`src/rtl/core/sfp_ram.sv`:
```
// Generic single-port-write, single-port-read RAM with a registered read.
// Depends on nothing.
`timescale 1ns / 1ps
`default_nettype none
module sfp_ram #(
    parameter int WIDTH = 8,
    parameter int DEPTH = 16,
    localparam int AW = (DEPTH > 1) ? $clog2(DEPTH) : 1
) (
    input  wire logic             clk,
    input  wire logic             we,
    input  wire logic [AW-1:0]    waddr,
    input  wire logic [WIDTH-1:0] wdata,
    input  wire logic             re,
    input  wire logic [AW-1:0]    raddr,
    output logic      [WIDTH-1:0] rdata
);

    logic [WIDTH-1:0] mem [DEPTH];

    always_ff @(posedge clk)
    begin
        if (we)
        begin
            mem[waddr] <= wdata;
        end
        if (re)
        begin
            rdata <= mem[raddr];
        end
    end

endmodule
`default_nettype wire

```
`config.mk`:
```
export PLATFORM = sky130hd
export DESIGN_NAME = sfp_ram
export DESIGN_NICKNAME = d
export VERILOG_FILES = /design/src/rtl/core/sfp_ram.sv
export SDC_FILE = /design/constraint.sdc
export NUM_CORES = 1
export LEC_CHECK = 0
export ABC_AREA = 1
export BUFFER_PORTS_ARGS = -buffer_cell sky130_fd_sc_hd__buf_2
export CAP_MARGIN = 20
export CELL_PAD_IN_SITES_DETAIL_PLACEMENT = 2
export CELL_PAD_IN_SITES_GLOBAL_PLACEMENT = 2
export CORE_MARGIN = 2
export CORE_UTILIZATION = 44
export DETAILED_ROUTE_END_ITERATION = 10
export HOLD_SLACK_MARGIN = 0.12
export PLACE_DENSITY_LB_ADDON = 0.2
export SYNTH_ARGS = -nofsm -noshare
export SYNTH_HDL_FRONTEND = slang
export SYNTH_SLANG_ARGS = --single-unit
```
`constraint.sdc`:
```
create_clock -name clk -period 1.5 [get_ports clk]
set_input_delay 0.075 -clock clk [delete_from_list [all_inputs] [get_ports clk]]
set_output_delay 0.075 -clock clk [all_outputs]
set_load 0.02 [all_outputs]
```
# After elaboration in Yosys (flattened, before gate mapping)
# Memory sizes are Yosys's and may differ from the RTL's. A register that Yosys moved wholly into a read port is not among the register bits.
# Cells that the tools add are included.
# Widths: inputs -> output; s select.
# word_totals
regBits	0
latch_bits	0
ram_bits	128
rom_bits	0
in_bits	19
output_inout_bits	8
wordCells	3
n_memories	1
# memory_table
memory	words	word_bits	rd	rd_ports_with_merged_regs	wr	line	text
mem	16	8	1	1	1	19	logic [WIDTH-1:0] mem [DEPTH];
# op_classes
addsub	0
multipliers	0
div	0
magnitude_cmp	0
eq_ne	0
shifts	0
muxes	2
n_bitwise	0
n_reduce_logical	0
# ops
cell	count
$mux 1	2

# Depth between registers and ports, before layout
# depth
word_depth	2
mapped_depth	8
ltp_nobuf	7

# Least setup slack after synthesis
# OpenSTA, ideal clock, no wires.
# synth_path
kind	input-to-reg
from	input waddr[2]
to	memory mem[10][0], enable pin
setup_ns	0.370
arrival_ns	0.656
path_slack_ns	0.474
path_stages	2
path_buffers	0
cell_sequence	nand3b_1 > nor2_1
# synth_rtl
item	line	text
from (decl)	12	input wire logic [AW-1:0] waddr,
to (decl)	19	
# No word-level cell before the write port.

==> impl_table.tex <==
\begin{tabular}{lr}
\hline
Metric & Value \\
\hline
\multicolumn{2}{l}{\textbf{CTS}} \\
Deepest clock path buffer count & 2 \\
CTS hold repair buffers & 8 \\
H-Tree Level Count & 4 \\
Root buffer cell & sky130\_fd\_sc\_hd\_\_clkbuf\_16 \\
Clock buffer count from CTS & 17 \\
Total setup buffers inserted after CTS & 0 \\
Clock transition at the register clock pins on the worst setup and hold paths after CTS & 0.06 ns \\
Number of gates given a new drive strength after cts & 0 \\
CTS sink cnt & 136 \\
TritonCTS clock tree & built \\
Worst-Skew Late Latency & 0.43 ns \\
\multicolumn{2}{l}{\textbf{Timing}} \\
Fin Clk Skew & 0.00689 ns \\
Worst max-slew margin expressed relative to the limit & 54.7\% \\
Final worst hold slack & 0.136 ns \\
RSZ-0062 raised after global routing & no \\
Total count of hold-check failures in the final report & 0 \\
Sum of negative setup slack & 0 ns \\
Maximum achievable frequency & 0.798 GHz \\
Final critical path time including I/O delays and setup & 1.25 ns \\
Final period utilization & 83.5\% \\
Total of endpoints with negative setup slack in the final report & 0 \\
Pins over their slew limit & 0 \\
Least-Margin Pin Slew & 0.679 ns \\
\multicolumn{2}{l}{\textbf{Detailed routing}} \\
Drt drc & 0 \\
Detailed route wirelength on metal3 & 1100 um \\
DR iter-0 viols & 386 \\
Routed length per instance & 25.0 um \\
Via count & 4271 \\
Wire length reported by the detailed router & just under 20000 um \\
DR WL met2 & 10100 um \\
Uppermost layer routed & met4 \\
Post-route met1 wirelength & 8020 um \\
First drt pass iteration count & 5 \\
Routed vias/inst & 5.38 \\
Count of nets left with antenna violations after detail routing & 0 \\
\multicolumn{2}{l}{\textbf{Final layout}} \\
Share of the core filled with cells & a little over half \\
Net total in the final layout & about 620 \\
Ratio of cells with drive above 1 in the final layout & a little over an eighth \\
Layout Area Growth over Synthesis & 18.8\% \\
Ant. Diodes & 0 \\
\multicolumn{2}{l}{\textbf{Floorplan}} \\
Overall die area & 0.0142 mm\^{}2 \\
Initial cell density of the core & 44.7\% \\
Width of the die & 119 um \\
Die Y & $\sim$120 um \\
Number of placement rows & 42 \\
IO Count & 27 \\
Core Footprint & 0.0131 mm\^{}2 \\
\multicolumn{2}{l}{\textbf{Setup path}} \\
Critical path data required time & 1.67 ns \\
Sort of element at the start of the critical path & flop \\
Startpoint of the most critical setup path & mem[0][7] \\
CP Capture Type & flop \\
Slowest cell on the critical path & sky130\_fd\_sc\_hd\_\_edfxtp\_1 \\
Reg2Reg Launch Point & mem[0][7] \\
Ordered list of cells on the worst path & inv\_1 -> nand2\_1 -> nand3\_1 -> nand3\_1 -> nand3\_1 -> nand2\_1 \\
Critical Setup Path Class & reg2reg \\
CP Data Arrival Time & 1.42 ns \\
Most Frequent Cell on Critical Path & sky130\_fd\_sc\_hd\_\_nand3\_1 \\
Maximum single-stage delay on the critical path & 0.40 ns \\
Register-to-register setup slack & 0.25 ns \\
Maximum fanout encountered on the critical timing path & 1 \\
\multicolumn{2}{l}{\textbf{Synth}} \\
Count of unique library cells instantiated by Yosys & 11 \\
Number of instances in the synthesized netlist & 551 \\
Number of register bits inferred by synthesis & 136 \\
Area of the mapped netlist & a little under 0.006 mm\^{}2 \\
Synth area leaders & sky130\_fd\_sc\_hd\_\_edfxtp\_1 70\%, sky130\_fd\_sc\_hd\_\_nand2\_1 11\%, sky130\_fd\_sc\_hd\_\_nand3\_1 8.3\% \\
Seq/Total Area, Yosys & between 60 and 70\% \\
Share of the synthesized area in the top cell type & 69.8\% \\
Cell type with the largest total area after synthesis & sky130\_fd\_sc\_hd\_\_edfxtp\_1 \\
Net count of the mapped netlist & 570 \\
Count of synthesis-stage warnings from yosys & 0 \\
Post-Syn Area per Cell & approximately 11 um\^{}2 \\
\multicolumn{2}{l}{\textbf{Placement}} \\
Final HPWL DP & 11300 um \\
PortBufs & 26 \\
Global placer's final weighted congestion & $\sim$0.77 \\
\multicolumn{2}{l}{\textbf{Run}} \\
Maxcap violations & 0 \\
\multicolumn{2}{l}{\textbf{Min path}} \\
Hold crit path type & in2reg \\
Min-Delay Startpoint & wdata[3] \\
\multicolumn{2}{l}{\textbf{Pwr}} \\
Power per cell area & 1340 mW/mm\^{}2 \\
Maximum resistive drop on vdd & between 800 and 900 uV \\
Leakage power figure & roughly 0.003 uW \\
\multicolumn{2}{l}{\textbf{GRT}} \\
Vias in the first global route & 4806 \\
Overall routing resource usage & a little under a third \\
Number of antenna violations at the first check in global routing & 0 \\
Remaining global-route overflow & 0 \\
Pin count of the biggest net entering global routing & between 40 and 50 \\
Global-route wire length before repair & 30000 um \\
\multicolumn{2}{l}{\textbf{Outcome}} \\
Status & finished, final reports clean \\
\hline
\end{tabular}
state kept, by name (all words and copies together), names as in the netlist:
name,cells
mem,128
rdata,8
worst max-delay path, delay by kind of cell (launching register included):
| family | cells | cell delay [ns] |
|---|---|---|
| buffers and inverters | 1 | 0.09 |
| flip-flops | 1 | 0.40 |
| AND/OR/NAND/NOR | 5 | 0.52 |
where the power goes:
| group | internal, uW | leakage [uW] | switching, uW |
|---|---|---|---|
| combinational | 176 | 0.00147 | 468 |
| clock | 2750 | 0.000293 | 1610 |
| sequential | 4280 | 0.00124 | 33.4 |
per-stage QoR:
step	cell area, um^2	setup WS (ns)	std cells	total power, uW
global route	6950	0.183	794	9580
global placement	6260	0.157	754	4940
floorplan	5850	0.474	551	4700
finish	6950	0.247	794	9320
detailed placement	6260	0.138	754	4980
CTS	6950	0.256	794	9390
metal layers:
layer | global-route usage [%] | vias up
li1 | - | 1889
met1 | 37.1 | 2185
met2 | 50.3 | 153
met3 | 6.56 | 44
met4 | 15.0 | 0
met5 | 0 | -
cell families after synthesis:
kind of cell	share of synthesized area, %
buffers and inverters	9.39
flip-flops	69.8
AND/OR/NAND/NOR	20.8
layout make-up:
class	count	area, um^2
Inverter	102	383
Timing Repair Buffer	59	435
Clock inverter	15	184
Sequential cell	136	4080
Fill cell	1273	6140
Tap cell	176	220
Clock buffer	17	425
Multi-Input combinational cell	289	1210
placed cells by master, fill, tap and decap left out:
master / synthesis / final
sky130_fd_sc_hd__buf_12: 0 / 3
sky130_fd_sc_hd__buf_2: 13 / 26
sky130_fd_sc_hd__buf_4: 4 / 22
sky130_fd_sc_hd__bufinv_16: 0 / 4
sky130_fd_sc_hd__clkbuf_16: 0 / 17
sky130_fd_sc_hd__clkinv_1: 0 / 2
sky130_fd_sc_hd__clkinv_2: 0 / 5
sky130_fd_sc_hd__clkinv_4: 0 / 1
sky130_fd_sc_hd__clkinvlp_4: 0 / 3
sky130_fd_sc_hd__dlygate4sd3_1: 0 / 8
sky130_fd_sc_hd__edfxtp_1: 136 / 136
sky130_fd_sc_hd__inv_1: 100 / 100
sky130_fd_sc_hd__inv_2: 2 / 2
sky130_fd_sc_hd__nand2_1: 173 / 173
sky130_fd_sc_hd__nand3_1: 97 / 97
sky130_fd_sc_hd__nand3b_1: 2 / 2
sky130_fd_sc_hd__nor2_1: 17 / 17
Yosys cell counts:
cell type and n:
sky130_fd_sc_hd__buf_1 1, sky130_fd_sc_hd__buf_2 13, sky130_fd_sc_hd__buf_4 4, sky130_fd_sc_hd__buf_6 6, sky130_fd_sc_hd__edfxtp_1 136, sky130_fd_sc_hd__inv_1 100, sky130_fd_sc_hd__inv_2 2, sky130_fd_sc_hd__nand2_1 173
sky130_fd_sc_hd__nand3_1 97, sky130_fd_sc_hd__nand3b_1 2, sky130_fd_sc_hd__nor2_1 17
final timing paths:
check               to  cells past startpoint
max           rdata[7]                      6
min          mem[0][3]                      1
max reg2reg   rdata[7]                      6
min reg2reg   rdata[2]                      6
(Power assumes the default switching activity.)
